==> src/hw/rtl/cm2a_pkg.sv <==
// Shared types, action codes and saturation helper for the complex 2x2 accumulator.
`timescale 1ns / 1ps

package cm2a_pkg;

  localparam int WORD_BITS = 16;
  localparam int FRAC_BITS = 14;
  localparam int ACT_BITS  = 3;
  localparam int NUM_WORDS = 8;
  localparam int SUM_BITS  = 2 * WORD_BITS + 3;

  typedef logic signed [WORD_BITS-1:0]   word_t;
  typedef logic signed [2*WORD_BITS-1:0] prod_t;
  typedef logic signed [SUM_BITS-1:0]    sum_t;

  // action codes
  localparam logic [ACT_BITS-1:0] ACT_ZERO  = 3'd0;
  localparam logic [ACT_BITS-1:0] ACT_IDENT = 3'd1;
  localparam logic [ACT_BITS-1:0] ACT_LOAD  = 3'd2;
  localparam logic [ACT_BITS-1:0] ACT_ADD   = 3'd3;
  localparam logic [ACT_BITS-1:0] ACT_SUB   = 3'd4;
  localparam logic [ACT_BITS-1:0] ACT_SCALE = 3'd5;
  localparam logic [ACT_BITS-1:0] ACT_MUL   = 3'd6;

  // word positions of the diagonal real parts
  localparam logic [2:0] IDX_M00_RE = 3'd0;
  localparam logic [2:0] IDX_M11_RE = 3'd6;

  localparam word_t WORD_MAX_W = {1'b0, {(WORD_BITS-1){1'b1}}};
  localparam word_t WORD_MIN_W = {1'b1, {(WORD_BITS-1){1'b0}}};
  // 1.0, clamped when it does not fit the word
  localparam word_t ONE_W = (FRAC_BITS >= WORD_BITS - 1) ? WORD_MAX_W
                                                         : (word_t'(1) << FRAC_BITS);
  localparam sum_t  HALF_S = sum_t'(1) <<< (FRAC_BITS - 1);

  typedef struct packed {
    logic [ACT_BITS-1:0] action;
    word_t b00_re;
    word_t b00_im;
    word_t b01_re;
    word_t b01_im;
    word_t b10_re;
    word_t b10_im;
    word_t b11_re;
    word_t b11_im;
    word_t scale_factor;
  } in_item_t;

  typedef struct packed {
    word_t m00_re;
    word_t m00_im;
    word_t m01_re;
    word_t m01_im;
    word_t m10_re;
    word_t m10_im;
    word_t m11_re;
    word_t m11_im;
  } out_item_t;

  // operands routed to one lane: accumulator row, operand column, own words
  typedef struct packed {
    logic [ACT_BITS-1:0] action;
    word_t a0r;
    word_t a0i;
    word_t a1r;
    word_t a1i;
    word_t x0r;
    word_t x0i;
    word_t x1r;
    word_t x1i;
    word_t own_acc;
    word_t own_b;
    word_t scale;
  } lane_in_t;

  function automatic word_t sat_word(input sum_t v);
    word_t r;
    if (v > sum_t'(WORD_MAX_W)) begin
      r = WORD_MAX_W;
    end else if (v < sum_t'(WORD_MIN_W)) begin
      r = WORD_MIN_W;
    end else begin
      r = v[WORD_BITS-1:0];
    end
    return r;
  endfunction

endpackage

==> src/hw/rtl/cm2a_lane.sv <==
// One accumulator word lane: four-product dot term, round, saturate, action select.
`timescale 1ns / 1ps

module cm2a_lane (
  input  logic [2:0]          lane_idx,
  input  cm2a_pkg::lane_in_t  lane_in,
  output cm2a_pkg::word_t     word_nxt
);

  cm2a_pkg::word_t op_a [4];
  cm2a_pkg::word_t op_b [4];
  logic [3:0]      neg;
  cm2a_pkg::prod_t prod [4];
  cm2a_pkg::sum_t  term [4];
  cm2a_pkg::sum_t  sum_all;
  cm2a_pkg::sum_t  sum_rnd;
  cm2a_pkg::sum_t  sum_shr;
  cm2a_pkg::sum_t  sum_add;
  logic            is_imag;
  logic            is_diag;

  assign is_imag = lane_idx[0];
  assign is_diag = (lane_idx == cm2a_pkg::IDX_M00_RE) || (lane_idx == cm2a_pkg::IDX_M11_RE);

  // scale reuses product slot 0, the other slots carry zeros
  always_comb begin
    for (int i = 0; i < 4; i++) begin
      op_a[i] = '0;
      op_b[i] = '0;
    end
    neg = 4'b0000;
    if (lane_in.action == cm2a_pkg::ACT_SCALE) begin
      op_a[0] = lane_in.own_acc;
      op_b[0] = lane_in.scale;
    end else if (is_imag) begin
      op_a[0] = lane_in.a0r; op_b[0] = lane_in.x0i;
      op_a[1] = lane_in.a0i; op_b[1] = lane_in.x0r;
      op_a[2] = lane_in.a1r; op_b[2] = lane_in.x1i;
      op_a[3] = lane_in.a1i; op_b[3] = lane_in.x1r;
    end else begin
      op_a[0] = lane_in.a0r; op_b[0] = lane_in.x0r;
      op_a[1] = lane_in.a0i; op_b[1] = lane_in.x0i;
      op_a[2] = lane_in.a1r; op_b[2] = lane_in.x1r;
      op_a[3] = lane_in.a1i; op_b[3] = lane_in.x1i;
      neg     = 4'b1010;   // i*i terms subtract
    end
  end

  always_comb begin
    for (int i = 0; i < 4; i++) begin
      prod[i] = op_a[i] * op_b[i];
      term[i] = neg[i] ? -cm2a_pkg::sum_t'(prod[i]) : cm2a_pkg::sum_t'(prod[i]);
    end
  end

  assign sum_all = term[0] + term[1] + term[2] + term[3];
  assign sum_rnd = sum_all + cm2a_pkg::HALF_S;     // round half up
  assign sum_shr = sum_rnd >>> cm2a_pkg::FRAC_BITS;
  assign sum_add = (lane_in.action == cm2a_pkg::ACT_SUB)
                 ? cm2a_pkg::sum_t'(lane_in.own_acc) - cm2a_pkg::sum_t'(lane_in.own_b)
                 : cm2a_pkg::sum_t'(lane_in.own_acc) + cm2a_pkg::sum_t'(lane_in.own_b);

  always_comb begin
    case (lane_in.action)
      cm2a_pkg::ACT_ZERO:  word_nxt = '0;
      cm2a_pkg::ACT_IDENT: word_nxt = is_diag ? cm2a_pkg::ONE_W : '0;
      cm2a_pkg::ACT_LOAD:  word_nxt = lane_in.own_b;
      cm2a_pkg::ACT_ADD:   word_nxt = cm2a_pkg::sat_word(sum_add);
      cm2a_pkg::ACT_SUB:   word_nxt = cm2a_pkg::sat_word(sum_add);
      cm2a_pkg::ACT_SCALE: word_nxt = cm2a_pkg::sat_word(sum_shr);
      cm2a_pkg::ACT_MUL:   word_nxt = cm2a_pkg::sat_word(sum_shr);
      default:             word_nxt = lane_in.own_acc;
    endcase
  end

endmodule

==> config.mk <==
export PLATFORM = sky130hd
export DESIGN_NAME = cm2a_lane
export DESIGN_NICKNAME = d
export VERILOG_FILES = /design/src/hw/rtl/cm2a_pkg.sv /design/src/hw/rtl/cm2a_lane.sv
export SDC_FILE = /design/constraint.sdc
export NUM_CORES = 2
export LEC_CHECK = 0
export BUFFER_PORTS_ARGS = -buffer_cell sky130_fd_sc_hd__buf_2
export CAP_MARGIN = 20
export CORE_ASPECT_RATIO = 0.6
export CORE_MARGIN = 2
export CORE_UTILIZATION = 45
export DETAILED_ROUTE_END_ITERATION = 10
export SLEW_MARGIN = 20
export SYNTH_ARGS = -nofsm -noshare
export SYNTH_HDL_FRONTEND = slang
export SYNTH_SLANG_ARGS = --single-unit
==> constraint.sdc <==
create_clock -name vclk -period 42.9
set_clock_uncertainty 0.2 [all_clocks]
set_input_delay 2.145 -clock vclk [all_inputs]
set_output_delay 2.145 -clock vclk [all_outputs]
set_load 0.05 [all_outputs]
# After elaboration in Yosys (flattened, before gate mapping)
# Cells that the tools add are included.
[totals]
regBits = 0
wordCells = 48
output_inout_bits = 16
[op_classes]
mul = 4
n_addsub = 10
magnitude_cmp = 4
eq_ne = 7
muxes = 18
n_reduce_logical = 5
[op_table]
columns = ["cell", "n"]
rows = [
  ["two-way mux 35 bit", 5],
  ["negator 32 -> 35 bit", 4],
  ["multiplier 16 x 16 -> 32 bit", 4],
  ["adder 35 bit", 3],
  ["two-way mux 16 bit", 6],
  ["two-way mux 48 bit", 2],
  ["case mux 16 bit (5 select lines)", 1],
  ["two-way mux 64 bit", 1],
  ["adder 35 x 15 -> 35 bit, second input constant", 1],
  ["greater-than comparator 35 x 16 -> 1 bit, second input constant", 1],
  ["less-than comparator 35 x 16 -> 1 bit, second input constant", 1],
  ["greater-than comparator 21 x 16 -> 1 bit, second input constant", 1],
  ["less-than comparator 21 x 16 -> 1 bit, second input constant", 1],
  ["adder 16 x 16 -> 17 bit", 1],
  ["subtractor 16 x 16 -> 17 bit", 1],
  ["two-way mux 15 bit", 1],
  ["== test 3 bit, second input constant", 4],
  ["two-way mux 4 bit", 2],
  ["== test 3 x 2 -> 1 bit, second input constant", 2],
  ["logical NOT 3 bit", 2],
  ["OR reduction 2 bit", 2],
  ["== test 3 x 1 -> 1 bit, second input constant", 1],
  ["logical OR 1 bit", 1],
]

# Depth between registers and ports, before layout
[logic_depth]
ltp_word = 13
mapped_depth = 52
mapped_depth_nobuf = 48

# Worst setup path before layout
# OpenSTA, ideal clock, no wires.
[synth_timing]
kind = "input-to-output"
from = "input lane_idx[0]"
to = "output word_nxt[12]"
arrival_time_ns = 14.987
required_time_ns = 40.555
path_stages = 44
path_buffers = 4
path_slack_ns = 25.568
path_cell_list = "clkbuf_1 > clkbuf_1 > buf_1 > clkbuf_1 > mux2_1 > nand2_1 > fa_1 > fa_1 > fa_1 > fa_1 > inv_1 > fa_1 > inv_1 > fa_1 > inv_1 > ha_1 > o21ai_0 > a21oi_1 > [... 8 more ...] > nand2_1 > o21ai_0 > xnor2_1 > fa_1 > inv_1 > fa_1 > ha_1 > ha_1 > a21o_1 > a2111oi_0 > a21o_1 > a31o_2 > o21ai_0 > a21oi_1 > xnor3_2 > xor2_2 > o221a_1 > a211oi_1"
[synth_via]
elab_chain_cells = 13
[synth_rtl]
columns = ["item", "line_no", "source"]
rows = [
  ["start, declared", "cm2a_lane.sv:5", "input logic [2:0] lane_idx,"],
  ["two-way mux 64 bit", "cm2a_lane.sv:35", "end else if (is_imag) begin"],
  ["two-way mux 16 bit / two-way mux 48 bit (equally long branches)", "cm2a_lane.sv:32", "if (lane_in.action == cm2a_pkg::ACT_SCALE) begin"],
  ["multiplier 16 x 16 -> 32 bit", "cm2a_lane.sv:51", "prod[i] = op_a[i] * op_b[i];"],
  ["negator 32 -> 35 bit", "cm2a_lane.sv:52", "term[i] = neg[i] ? -cm2a_pkg::sum_t'(prod[i]) : cm2a_pkg::sum_t'(prod[i]);"],
  ["two-way mux 35 bit", "cm2a_lane.sv:52", ""],
  ["adder 35 bit (2 in series)", "cm2a_lane.sv:56", "assign sum_all = term[0] + term[1] + term[2] + term[3];"],
  ["adder 35 bit *", "cm2a_lane.sv:56", ""],
  ["adder 35 x 15 -> 35 bit *", "cm2a_lane.sv:57", "assign sum_rnd = sum_all + cm2a_pkg::HALF_S;"],
  ["less-than comparator 21 x 16 -> 1 bit", "cm2a_pkg.sv:80", "end else if (v < sum_t'(WORD_MIN_W)) begin"],
  ["two-way mux 16 bit", "cm2a_pkg.sv:80", ""],
  ["two-way mux 16 bit *", "cm2a_pkg.sv:78", "if (v > sum_t'(WORD_MAX_W)) begin"],
  ["case mux 16 bit (5 select lines) *", "cm2a_lane.sv:64", "case (lane_in.action)"],
  ["end, declared", "cm2a_lane.sv:7", "output cm2a_pkg::word_t word_nxt"],
]
# Mark *: on every way between the ends. The rest lies on a longest branch, timed or not.

# Final worst setup path
[layout_timing]
from = "input lane_in[176] in the netlist's numbering"
to = "output word_nxt[2]"
[layout_via]
elab_chain_cells = 13
[layout_rtl]
columns = ["item", "line_no", "source"]
rows = [
  ["start, declared", "cm2a_lane.sv:6", "input cm2a_pkg::lane_in_t lane_in,"],
  ["== test 3 bit", "cm2a_lane.sv:32, cm2a_lane.sv:64", ""],
  ["two-way mux 16 bit / two-way mux 48 bit (equally long branches)", "cm2a_lane.sv:32", ""],
  ["multiplier 16 x 16 -> 32 bit", "cm2a_lane.sv:51", ""],
  ["negator 32 -> 35 bit", "cm2a_lane.sv:52", ""],
  ["two-way mux 35 bit", "cm2a_lane.sv:52", ""],
  ["adder 35 bit (3 in series)", "cm2a_lane.sv:56", ""],
  ["adder 35 x 15 -> 35 bit", "cm2a_lane.sv:57", ""],
  ["less-than comparator 21 x 16 -> 1 bit", "cm2a_pkg.sv:80", ""],
  ["two-way mux 16 bit", "cm2a_pkg.sv:80", ""],
  ["two-way mux 16 bit", "cm2a_pkg.sv:78", ""],
  ["case mux 16 bit (5 select lines) *", "cm2a_lane.sv:64", ""],
]
# Marks and branches as above.

==> flow_summary_export.csv <==
group,metric,value,unit
clock_tree,cts_setup_buffers,0,
synthesis,yosys_warnings,0,
worst_setup_path,critPathLaunch,"lane_in[176]",
sta,finalSetupViolCount,0,
sta,finalSetupTns,0,ns
synthesis,syn_inst,5414,
floorplanning,die_h,253,um
run,maxCapViolCount,0,
sta,period_share,43.4,%
worst_setup_path,crit_slowest_cell,"o221ai_1",
cells_and_area,nClkBuffers,0,
sta,period_minus_slack,18.60,ns
placement,dpl.cell_count,6906,
floorplanning,rows,91,
floorplanning,dieArea,0.106,mm2
routing,antenna_left,0,
worst_setup_path,crit_fanout,50,
grt,grt_pass1_wl,227000,um
cells_and_area,syn_to_final_growth,5.59,%
grt,grt_overflow,0,
cells_and_area,regArea,0,um2
routing,num_vias,36545,
hold_path,holdPathEnd,"word_nxt[6]",
synthesis,netlist_area,0.0465,mm2
floorplanning,initial_core_util,45.3,%
cells_and_area,layout.nets,7222,
hold_path,worstHoldStart,"lane_in[38]",
placement,gp_congestion,0.979,
clock_tree,cts_hold_buf,0,
sta,rsz0062_at_grt,"no",
worst_setup_path,slowest_delay,0.64,ns
grt,grt_pass1_vias,37563,
sta,clock.fmax,53.8,MHz
sta,slew_violations,0,
worst_setup_path,arrival,16.26,ns
status,outcome,"complete, no violations",
worst_setup_path,crit_type,"in -> out",
synthesis,synth-seq-area-share,0,%
cells_and_area,nFlopsAndLatches,0,
worst_setup_path,cp_data_required_time,40.56,ns
routing,drt_iter0_markers,2936,
floorplanning,die_x,419,um
sta,timing.slew.headroom,21.7,%
grt,grt_usage,28.1,%
cells_and_area,fin_cells,6907,
cells_and_area,nFillCells,10036,
floorplanning,coreArea,0.103,mm2
routing,routed_via_density,5.29,
hold_path,hold_depth,4,
worst_setup_path,crit_top_cell,"fa_1",
routing,routed_wl,144000,um
clock_tree,ctsResizeCount,0,
sta,hold_viol,0,
hold_path,hp-class,"in -> out",
synthesis,synthDistinctLibCells,86,
synthesis,avgSynthCellArea,8.59,um2
placement,port_buffers,198,
placement,dpl.hpwl,128000,um
routing,dr.pass1.iters,5,
grt,grt_max_degree,54,
cells_and_area,layout-drive-gt1-share,6.30,%
worst_setup_path,endpoint_kind,"primary output",
routing,wire_per_inst,20.9,um
grt,antenna_found_initial,4,
floorplanning,io-pin-count,198,
sta,tightest_slew,1.17,ns
synthesis,syn-num-nets,7123,
worst_setup_path,startpoint_type,"input port",
routing,drc,0,
cells_and_area,multiInputGateArea,0.0412,mm2
==> stage by stage <==
step                setup WS (ns)  hold WS [ns]  instance area (um2)  utilization, %
finish                      24.30          4.62                49100            47.8
global route                23.58          4.64                49100            47.8
CTS                         24.29          4.61                49100            47.8
detailed placement          24.30          4.61                49100            47.8
global placement            24.36          4.63                49100            47.8
floorplan                   25.57          4.37                46500               -
==> cell usage after synthesis (35+ instances only) <==
cell	number	share of area, %
xor2_1	110	2.1
or3_1	46	0.62
o21ai_0	82	0.88
nor2b_1	75	1.0
nor2_1	502	4.1
clkbuf_1	138	1.1
a21o_1	35	0.57
ha_1	410	11
nor3_1	39	0.42
mux2_2	36	0.87
mux2i_1	67	1.4
a21oi_1	121	1.3
inv_1	1270	10
xnor2_1	127	2.4
and2_1	58	0.78
nand3_1	52	0.56
nand2b_1	40	0.54
nand2_1	722	5.8
fa_1	1117	48
==> cell families after synthesis <==
group,count (synthesis),share of synthesized area [%]
buffers and inverters,1426,11.6
xor gates and xnor gates,240,4.60
and+or+nand+nor,1642,15.5
AOI/OAI and AO/OA,474,6.87
muxes,105,2.36
adders and majority gates,1527,59.1
==> worst max-delay path by stage <==
stage / end / slack (ns) / depth (start not counted)
after CTS: word_nxt[2] / 24.29 / 46
final: word_nxt[2] / 24.30 / 46
after global placement: word_nxt[2] / 24.36 / 46
after floorplan: word_nxt[12] / 25.57 / 44
after global routing: word_nxt[2] / 23.58 / 46
after detailed placement: word_nxt[2] / 24.30 / 46
==> routing by layer <==
metal / global-route usage (%) / wire [um]
met1: 43.5 / 68900
met2: 39.2 / 57400
met3: 8.04 / 15400
met4: 4.36 / 2730
met5: 0 / 41
==> area by class of cell <==
cell class | count | area share (%)
multi-input combinational | 3988 | 83.9
inverter | 1270 | 9.71
tap | 1395 | 3.56
timing repair buffer | 253 | 2.87
antenna | 1 | 0.00510
==> cell usage in the layout (no fill, tap or decap), types with 20 or more instances in the layout <==
cell type and n:
inv_1 1270, fa_1 1117, nand2_1 721, nor2_1 501, ha_1 410, buf_2 197, xnor2_1 127, a21oi_1 120
xor2_1 110, o21ai_0 82, nor2b_1 74, mux2i_1 63, and2_1 58, buf_4 56, nand3_1 52, or3_1 46
nand2b_1 40, nor3_1 39, mux2_2 36, a21o_1 35, o21a_1 29, and3_1 25, o31ai_1 20, or2_2 20
==> critical path, delay by kind of cell <==
family / cells / cell delay, ns
buf+inv: 8 / 1.45
xor+xnor: 4 / 0.99
fa+ha+maj: 11 / 4.83
simple gates: 9 / 2.93
compound gates: 14 / 3.84
Power is left out: the tool's default activity adds up to more than one toggle a clock period on the data nets, which glitch-free logic cannot reach.
