==> src/hw/rtl/cm2a_pkg.sv <==
// Shared types, action codes and saturation helper for the complex 2x2 accumulator.
`timescale 1ns / 1ps

package cm2a_pkg;

  localparam int WORD_BITS = 16;
  localparam int FRAC_BITS = 14;
  localparam int ACT_BITS  = 3;
  localparam int NUM_WORDS = 8;
  localparam int SUM_BITS  = 2 * WORD_BITS + 3;

  typedef logic signed [WORD_BITS-1:0]   word_t;
  typedef logic signed [2*WORD_BITS-1:0] prod_t;
  typedef logic signed [SUM_BITS-1:0]    sum_t;

  // action codes
  localparam logic [ACT_BITS-1:0] ACT_ZERO  = 3'd0;
  localparam logic [ACT_BITS-1:0] ACT_IDENT = 3'd1;
  localparam logic [ACT_BITS-1:0] ACT_LOAD  = 3'd2;
  localparam logic [ACT_BITS-1:0] ACT_ADD   = 3'd3;
  localparam logic [ACT_BITS-1:0] ACT_SUB   = 3'd4;
  localparam logic [ACT_BITS-1:0] ACT_SCALE = 3'd5;
  localparam logic [ACT_BITS-1:0] ACT_MUL   = 3'd6;

  // word positions of the diagonal real parts
  localparam logic [2:0] IDX_M00_RE = 3'd0;
  localparam logic [2:0] IDX_M11_RE = 3'd6;

  localparam word_t WORD_MAX_W = {1'b0, {(WORD_BITS-1){1'b1}}};
  localparam word_t WORD_MIN_W = {1'b1, {(WORD_BITS-1){1'b0}}};
  // 1.0, clamped when it does not fit the word
  localparam word_t ONE_W = (FRAC_BITS >= WORD_BITS - 1) ? WORD_MAX_W
                                                         : (word_t'(1) << FRAC_BITS);
  localparam sum_t  HALF_S = sum_t'(1) <<< (FRAC_BITS - 1);

  typedef struct packed {
    logic [ACT_BITS-1:0] action;
    word_t b00_re;
    word_t b00_im;
    word_t b01_re;
    word_t b01_im;
    word_t b10_re;
    word_t b10_im;
    word_t b11_re;
    word_t b11_im;
    word_t scale_factor;
  } in_item_t;

  typedef struct packed {
    word_t m00_re;
    word_t m00_im;
    word_t m01_re;
    word_t m01_im;
    word_t m10_re;
    word_t m10_im;
    word_t m11_re;
    word_t m11_im;
  } out_item_t;

  // operands routed to one lane: accumulator row, operand column, own words
  typedef struct packed {
    logic [ACT_BITS-1:0] action;
    word_t a0r;
    word_t a0i;
    word_t a1r;
    word_t a1i;
    word_t x0r;
    word_t x0i;
    word_t x1r;
    word_t x1i;
    word_t own_acc;
    word_t own_b;
    word_t scale;
  } lane_in_t;

  function automatic word_t sat_word(input sum_t v);
    word_t r;
    if (v > sum_t'(WORD_MAX_W)) begin
      r = WORD_MAX_W;
    end else if (v < sum_t'(WORD_MIN_W)) begin
      r = WORD_MIN_W;
    end else begin
      r = v[WORD_BITS-1:0];
    end
    return r;
  endfunction

endpackage

==> src/hw/rtl/cm2a_outbuf.sv <==
// Merge stage: packs the lane words into a result item, output register plus skid entry.
`timescale 1ns / 1ps

module cm2a_outbuf (
  input  logic                clk,
  input  logic                rst_n,
  input  logic                push,
  input  cm2a_pkg::word_t     word_in [cm2a_pkg::NUM_WORDS],
  input  logic                out_stall,
  output logic                out_valid,
  output cm2a_pkg::out_item_t out_data,
  output logic                full
);

  cm2a_pkg::out_item_t new_item;
  cm2a_pkg::out_item_t main_data_r, main_data_nxt;
  cm2a_pkg::out_item_t skid_data_r, skid_data_nxt;
  logic                main_valid_r, main_valid_nxt;
  logic                skid_valid_r, skid_valid_nxt;
  logic                drain;

  assign new_item = '{m00_re: word_in[0], m00_im: word_in[1],
                      m01_re: word_in[2], m01_im: word_in[3],
                      m10_re: word_in[4], m10_im: word_in[5],
                      m11_re: word_in[6], m11_im: word_in[7]};

  assign drain = main_valid_r & ~out_stall;

  // push never arrives while the skid entry is full
  always_comb begin
    main_data_nxt  = main_data_r;
    skid_data_nxt  = skid_data_r;
    main_valid_nxt = main_valid_r;
    skid_valid_nxt = skid_valid_r;
    if (skid_valid_r) begin
      if (drain) begin
        main_data_nxt  = skid_data_r;
        skid_valid_nxt = 1'b0;
      end
    end else if (push) begin
      if (main_valid_r & out_stall) begin
        skid_data_nxt  = new_item;
        skid_valid_nxt = 1'b1;
      end else begin
        main_data_nxt  = new_item;
        main_valid_nxt = 1'b1;
      end
    end else if (drain) begin
      main_valid_nxt = 1'b0;
    end
  end

  always_ff @(posedge clk) begin
    if (!rst_n) begin
      main_valid_r <= 1'b0;
      skid_valid_r <= 1'b0;
    end else begin
      main_valid_r <= main_valid_nxt;
      skid_valid_r <= skid_valid_nxt;
    end
  end

  always_ff @(posedge clk) begin
    main_data_r <= main_data_nxt;
    skid_data_r <= skid_data_nxt;
  end

  assign out_valid = main_valid_r;
  assign out_data  = main_data_r;
  assign full      = skid_valid_r;

endmodule

==> config.mk <==
export PLATFORM = sky130hd
export DESIGN_NAME = cm2a_outbuf
export DESIGN_NICKNAME = d
export VERILOG_FILES = /design/src/hw/rtl/cm2a_pkg.sv /design/src/hw/rtl/cm2a_outbuf.sv
export SDC_FILE = /design/constraint.sdc
export NUM_CORES = 1
export LEC_CHECK = 0
export BUFFER_PORTS_ARGS = -buffer_cell sky130_fd_sc_hd__buf_2
export CAP_MARGIN = 20
export CORE_MARGIN = 1.5
export CORE_UTILIZATION = 40
export CTS_CLUSTER_SIZE = 28
export DETAILED_ROUTE_END_ITERATION = 8
export MAX_ROUTING_LAYER = met4
export PLACE_DENSITY = 0.66
export SYNTH_ARGS = -nofsm -noshare
export SYNTH_HDL_FRONTEND = slang
export SYNTH_SLANG_ARGS = --single-unit
export TNS_END_PERCENT = 50
==> constraint.sdc <==
create_clock -name clk -period 8.1 [get_ports clk]
set_input_delay 1.62 -clock clk [delete_from_list [all_inputs] [get_ports clk]]
set_output_delay 1.62 -clock clk [all_outputs]
set_load 0.02 [all_outputs]
# Word-level counts from Yosys, hierarchy flattened
# Index checks and enable logic that the tools add are counted.
# classes
add_sub_neg,0
multipliers,0
div_mod_pow,0
n_lt_le_gt_ge,0
n_eq_ne,3
shift,0
n_mux,11
bitwise_logic,4
reduce_logical,5
# ops
op,count
$mux 128,4
$reduce_and 3->1,3
$mux 1,7
$ne 2x2->1 const B,2
$reduce_bool 2->1,2
$and 1x1->1,2
$ne 2x1->1 const B,1
$not 1->1,2
# word_totals
regBits,258
latchBits,0
mem_bits_rw,0
mem_bits_ro,0
input_bits,132
output_inout_bits,130
word_cells,41
mem_count,0

# Depth between registers and ports, before layout
# Gate-level depths: netlist (run 1).
# logic_depth
ltp_word,4
ltp_mapped,5
mapped_depth_nobuf,2

# Least setup slack after synthesis (run 1)
# No wires, ideal clock.
# synth_path
kind,input port to flip-flop
start,in out_stall
end,"reg main_data_r, in the netlist out_data[0] (enable)"
setup_time_ps,650
arrival_time_ps,7745
required_time_ps,7450
slack_ps,-295
path_stages,2
path_buffers,0
cell_sequence,nand2_1 a21boi_1
# synth_via
elab_chain_len,4
elab_cells_between_ends,6
classes_between,eq/ne (2); bitwise (3); reduce/logical (1)
# synth_lines
item,line_no,source
"start, declared",cm2a_outbuf.sv:9,"input logic out_stall,"
$not 1->1,cm2a_outbuf.sv:27,assign drain = main_valid_r & ~out_stall;
$and 1x1->1,cm2a_outbuf.sv:27,
$ne 2x1->1 (no line),n/a,
$reduce_and 3->1 (no line) (*),n/a,
"end signal, assigned",cm2a_outbuf.sv:64,main_data_r <= main_data_nxt;
"end, declared",cm2a_outbuf.sv:16,"cm2a_pkg::out_item_t main_data_r, main_data_nxt;"
# Every way passes the cells marked *; elsewhere a longest branch is shown, timed or not.
# A chain may end at the register's enable or synchronous reset.

# Worst setup path in the final report (run 1)
# Same ends and word-level chain as after synthesis.

==> metrics list, run 1 <==
- The run finished with clean final reports.
* Pin count of the biggest net entering global routing: between 70 and 80
- Maximum clock path buffer count: 3
* Multiplexer share of the synthesized area: 17.9%
- For this run, the share of the core covered by cells in the final layout is about half.
- Worst vdd rail ir drop: approximately 170 µV
- After clock tree synthesis, the flow added hold-fix buffers numbering 0.
- Routed Wire Length: 18400 µm
* DIE HEIGHT: about 160 µm
- The number of global-route vias before repair was slightly above 5k.
* Io pins: roughly 260
- After Yosys synthesis, full adders, half adders and majority gates account for 0% of the synthesized area.
- Largest area contributor in the netlist: edfxtp_1
- TritonCTS built the clock tree.
- Share of the cycle needed by the critical path after routing: a little over two fifths
* Buffers inserted during post-CTS setup optimization: 0
- The floorplan has 56 rows.
- Flip-flop and latch count after synthesis: 258
* Post-placement worst setup slack: around 4000 ps
- The worst hold path belongs to the class flip-flop to flip-flop.
* Proportion of layout cells with a drive suffix above 1: around three fifths
- In this run the worst path has a maximum fanout of 77.
* Average routed wire per standard cell: ~18 µm
- The first global-routing pass estimated approximately 28000 µm of wire.
* Fillers: about 1.9k
- Summing the areas of all xor and xnor instances in the mapped netlist gives 0% of the synthesized area.
- Antenna violations before repair: 3
* Via count normalized by instance count: about 4.6
- Compound-Gate Fraction of Synth Area: 0.259%
* Power per standard cell area: around 250 mW/mm²
- LEAKAGE: roughly 0.0046 µW
- The critical path goes through buf_2 -> nand2_1 -> a21boi_4 -> buf_4 -> buf_4.
- Top cell by count, worst path: buf_4
* Reported max-cap violation count: 0
- The cell count after synthesis came out at roughly 410.
* Cell types occupying the most area after synthesis: edfxtp_1 (80%), mux2_4 (12%), mux2_2 (5.9%)
* Number of iterations in the first detailed-routing pass: 4
* Area fraction in and, or, nand and nor cells after synthesis: less than 1%
* Final Critical Period: 3510 ps
* Endpoints failing setup: 0
* Total track usage: 14.7%
- The final layout contains roughly 830 nets.
- The floorplan step defined a core boundary enclosing ~0.024 mm².
- Headroom to the max-slew limit: 29.1%
* RSZ-0062 raised after global routing: no
- Post-detailed-route DRC marker count: 0
- Slew Limit Fails: 0
- By area, the combinational part of the netlist is dominated by multiplexers.
* Data arrival time of the critical path: roughly 3700 ps
- Clock tree synthesis inserted a total of 28 buffers.
- Once layout is done, the placed cells without fillers occupy between 0.01 and 0.015 mm².
- Detailed routing inserted a total of a little under 5k vias.
- After global routing the overflow that remains totals 0.
* Kind of critical path: input port to flip-flop
* Average footprint of a synthesized cell: 23.5 µm²
- Number of distinct library cells after synthesis: 14
- At the pin with the least slew margin, the transition time is between 1000 and 1500 ps.
- For this run, the slowest stage of the critical path takes approximately 880 ps.
- In this run the remaining antenna-violating nets after routing total 0.
- Area used by sequential logic in the layout: around 0.0077 mm²
- Summing the sequential cell areas from Yosys gives 80.0% of the chip area.
- Setup total negative slack on the finished layout was measured at 0 ps.
- Summed over its instances, the top area cell type makes up approximately four fifths of the synthesized netlist area.
- After detailed placement, the total cell area comes to about 0.011 mm².
- For the final database, setup skew stands at about 11 ps.
- Synth Cell Area: between 0.009 and 0.01 mm²
- Crit path required time: between 8000 and 9000 ps
- Count of instances resized after the clock tree is built: 0
* Warning count from the yosys run: 0
- At the later pin of the worst-skew pair, clock insertion delay measures about 530 ps.
- STA classifies the critical path endpoint as a flip-flop.
- The number of nets handed over by synthesis was approximately 540.
- Setup slack closes at about 4600 ps.
- Starting density of the core: between 40% and 50%
- The die covers between 0.02 and 0.03 mm².
* Footprint of the multi-input gates: approximately 0.0018 mm²
- The tree is rooted in a clkbuf_16.
- Maximum clock frequency: roughly 280 MHz
* Number of failing hold endpoints at the final stage: 0
- Input and output buffers added on the ports amount to about 260.
* Setup crit start kind: input port
- Count of H-tree levels built during CTS: 1
- After clock tree synthesis, the clock-pin slew on the worst setup and hold paths is 60 ps.
- Sink Count: between 200 and 300
* Initial detailed-routing violation count: between 200 and 300
* Routability congestion estimate from global placement: about 0.73
- The largest individual stage delay along the critical path comes from the cell buf_4.
- Compared with the post-synthesis result, the final layout area differs by 25.9%.
* Width of the die: 158 µm
* HPWL reported at the end of detailed placement: 12000 µm
==> logic make-up after synthesis <==
family,Yosys count
AOI/OAI and AO/OA,4
muxes,128
buffers and inverters,15
and+or+nand+nor,6
DFF,258
==> final timing paths <==
check | startpoint | end | slack [ps] | cells after the start
setup / recovery | out_stall | out_data[0] | 4590 | 5
hold / removal | out_valid | out_valid | 540 | 2
setup reg to reg | full | out_data[118] | 4700 | 4
hold reg to reg | out_valid | out_valid | 540 | 2
==> cells in the mapped netlist <==
cell and count:
buf_2 5, mux2_2 51, nor2b_1 1, nand2_1 2
o21ai_1 1, dfxtp_1 2, mux2_4 77, nor2_1 1
a21boi_1 2, edfxtp_1 256, nand2b_1 1, a21oi_1 1
buf_6 10, nor3b_2 1
==> power by group <==
group / switching (µW) / total [µW] / internal, µW
clock network: 482 / 1160 / 682
logic: 166 / 290 / 125
registers: 25.6 / 1590 / 1560
==> layout by cell type (no fill, tap or decap), drive strengths merged <==
cell type and count:
a21boi 2, a21oi 1, buf 267, bufinv 1, clkbuf 38, clkinv 11, dfxtp 2, diode 3
edfxtp 256, mux2 128, nand2 2, nand2b 1, nor2 1, nor2b 1, nor3b 1, o21ai 1
==> layout make-up <==
type	count	share of cell area, %
well taps	319	3.28
flip-flops and latches	258	63.6
clock buffers	38	6.25
multi-input cells	138	14.9
clock inverters	12	0.659
diodes	3	0.0617
repair buffers	267	11.3
==> stage by stage <==
| step | hold WS, ps | total power, µW | cells |
|---|---|---|---|
| finish | 545 | 3040 | 1035 |
| global route | 555 | 3160 | 1035 |
| CTS | 543 | 3080 | 1031 |
| detailed placement | 532 | 1910 | 981 |
| global placement | 521 | 1900 | 981 |
| floorplan | 523 | 1800 | 411 |
==> flip-flops by register name, summed over array words and instances (netlist names) <==
register     count
out_data       128
out_valid        1
skid_data_r    128
full             1
==> layer usage <==
layer	vias to the layer above	share of wire [%]	track usage, %
li1	2221	-	-
met1	2349	43	19.2
met2	197	46	21.8
met3	39	7.9	4.46
met4	0	3.2	5.25
met5	-	0	-
==> worst max-delay path, delay by kind of cell <==
family                 cells  cell delay (ps)
and+or+nand+nor            1              130
buffers and inverters      3             1540
AOI/OAI and AO/OA          1              190
Note: power is estimated with default switching activity, not from simulation.
==> inputs of run 2 (changes only) <==
Settings changed: ABC_AREA set to 1, PLACE_DENSITY 0.66 to 0.64.
Clock period 8.1 ns to 3.5 ns, I/O delays scaled along.
==> run 2 against run 1 <==
  * Count of clock-buffer cells in the layout decreased by 7
  * Clock skew decreased by 4.3 ps
  * Area after synthesis fell by 1.8%
  * Sequential power grew 130%
  * Sequential cell count unchanged
  * Critical path depth unchanged
  * Cell count rose by 26%
  * Combinational power increased by 100%
  * First-iteration DRC count is 27% higher
  * Utilization is 0.52 points lower
  * Register-to-register slack got worse by 3600 ps
  * Critical endpoint is now out_data[65]
==> metrics list, run 2 <==
- Entering global routing, the biggest net connects between 60 and 70 pins.
- The critical path is of the flip-flop to flip-flop type.
* Std-Cell Core Area: approximately 0.023 mm²
- Most instantiated library cell after synthesis: nand2_1
* Sequential area share after synthesis: around four fifths
* Width of the die: 157 µm
- The clock reaches the later pin of the worst-skew pair after between 500 and 600 ps.
* Total track usage: between 10% and 20%
* Number of iterations in the first detailed-routing pass: 6
- DIE HEIGHT: roughly 160 µm
- Share of the cycle needed by the critical path after routing: roughly 68%
- Largest area contributor in the netlist: edfxtp_1
* Critical Path End Type: flip-flop
* Flip-flop and latch count after synthesis: between 200 and 300
- Post-route antenna net violation count: 0
- Cell types occupying the most area after synthesis: edfxtp_1 (81%), nand2_1 (15%), buf_6 (1.5%)
- Cell count after synthesis: 689
- Crit path required time: approximately 3900 ps
* Die Outline Area: 0.0246 mm²
- The library cell used most frequently in the layout, excluding fill and tap cells, is nand2_1.
* Result of the run: complete, no violations
- Yosys printed 0 warnings.
- In this design, the stage delay of the slowest critical-path cell is 680 ps.
- Reported max-cap violation count: 0
- Routability congestion estimate from global placement: about 0.77
* Slew Limit Fails: 0
* HPWL reported at the end of detailed placement: approximately 12000 µm
* # nets final: roughly 1.1k
- Dividing total power by cell area gives a power density of slightly below 600 mW/mm².
- The largest individual stage delay along the critical path comes from the cell buf_4.
- Setup crit start kind: flip-flop
* RSZ-0062 raised after global routing: no
* Routed Wire Length: slightly below 20000 µm
- Average routed wire per standard cell: 15.2 µm
- The final hold violation count was 0.
- Hold crit path type: input port to flip-flop
- Post-detailed-placement cell area: 0.0111 mm²
- Leaving out filler cells and counting taps, the final layout contains about 1.3k.
* Count of H-tree levels built during CTS: 1
- Post-layout total power: ~7000 µW
* Maximum clock path buffer count: 3
* Footprint of the multi-input gates: 0.00150 mm²
* Buffers inserted during post-CTS setup optimization: 0
* Post-detailed-route DRC marker count: 0
* Starting density of the core: 40.6%
- The number of antenna violations at the first check in global routing came to 5.
- Endpoints failing setup: 0
- Area used by sequential logic in the layout: 0.00773 mm²
* Top post-synthesis cells by count: nand2_1 (391), edfxtp_1 (256), buf_6 (13)
- CTS tree: yes
- Initial detailed-routing violation count: ~340
- Data arrival time of the critical path: ~2800 ps
* Via count of the first global-routing pass: between 5k and 6k
- Average footprint of a synthesized cell: roughly 14 µm²
- Total non-filler cell area in the finished layout: roughly 0.012 mm²
- Worst-margin pin slew: 757 ps
- Layout overhead on the synthesized area: 25.4%
- The synthesized netlist contains 13 unique library cells.
* Dpl cells: approximately 1.2k
- Maximum clock frequency: 422 MHz
- The number of clock buffers added by TritonCTS is 27.
* Synth Cell Area: about 0.0095 mm²
* Std cell rows: 56
- Fillers: between 2k and 2.5k
- Via count normalized by instance count: roughly 4.5
- Sink Count: ~260
- Count of instances resized after the clock tree is built: 0
- Hold is met by 379 ps.
* Post-synth ARST share: 0%
- For this design the static power due to leakage is 0.00505 µW.
- In this run the count of I/O pins placed on the die edge is ~260.
- The synthesized design contains 256 enable-type register cells.
* Proportion of layout cells with a drive suffix above 1: between 30% and 40%
- Across the VDD grid, the largest voltage drop is 308 µV.
- Largest fanout on the critical path: 67
- Clock transition at the registers of the reported paths: 60 ps
- The routed layout has about 5.8k vias.
- The critical path goes through inv_4 -> buf_4 -> buf_4 -> nand2_1 -> nand2_1.
- GR Overflow Total: 0
* Hold Buf Count CTS: 0
- In the layout the commonest cells are nand2_1 (391), buf_2 (261), edfxtp_1 (256).
- First-pass GRT wire length: a little under 30000 µm
- Final Critical Period: 2370 ps
- The number of nets handed over by synthesis was around 820.
- Headroom to the max-slew limit: between 40% and 50%
- Clock skew on the completed layout was measured at between 6 and 7 ps.
- Top_reg_cell synth: edfxtp_1
- Post-synth top area share: roughly four fifths
- In this run the tool buffered the top-level ports with ~260 buffer cells.
- Root cell of the clock tree: clkbuf_16
[run 2: cell type report]
type | instances | share of cell area [%]
Timing Repair Buffer | 268 | 11.7
Antenna cell | 5 | 0.105
Sequential cell | 258 | 65.0
Inverter | 7 | 0.284
Tap cell | 319 | 3.36
Multi-Input combinational cell | 395 | 12.6
Clock inverter | 18 | 1.12
Clock buffer | 31 | 5.81
[run 2: worst paths after layout]
check,start,depth (start not counted),to,slack (ps)
worst min register to register,skid_data_r[73],2,out_data[73],510
worst min-delay path,word_in[102],1,skid_data_r[102],380
worst max-delay path,full,5,out_data[65],1130
worst max register to register,full,5,out_data[65],1130
[run 2: metrics by stage]
stage                     worst slack [ps]  util (%)  setup TNS, ps
after floorplan                       -413         -         -52880
after global placement                1190      47.4              0
after detailed placement              1130      47.4              0
after CTS                             1100      50.9              0
after global routing                   930      51.0              0
final                                 1130      51.0              0
[run 2: power by group]
group | leakage (µW) | switching (µW) | total, µW | internal, µW
clock network | 0.000407 | 1110 | 2660 | 1550
logic | 0.00222 | 401 | 588 | 187
registers | 0.00242 | 52.3 | 3650 | 3600
[run 2: worst max-delay path, delay by kind of cell (launching register included)]
| kind | cells | cell delay, ps |
|---|---|---|
| flip-flops | 1 | 560 |
| buffers and inverters | 3 | 1370 |
| AND/OR/NAND/NOR | 2 | 230 |
[run 2: logic make-up after synthesis]
family,Yosys count,synth area share (%)
AO/OA/AOI/OAI,2,0.106
buffers and inverters,36,2.84
flip-flops,258,81.5
AND/OR/NAND/NOR,393,15.6
[run 2: metal layers]
layer	track usage [%]	up-vias	routed length, µm
met3	4.24	32	1520
met2	24.0	220	8900
met1	21.5	2678	8890
met4	5.12	0	452
li1	-	2868	-
met5	-	-	0
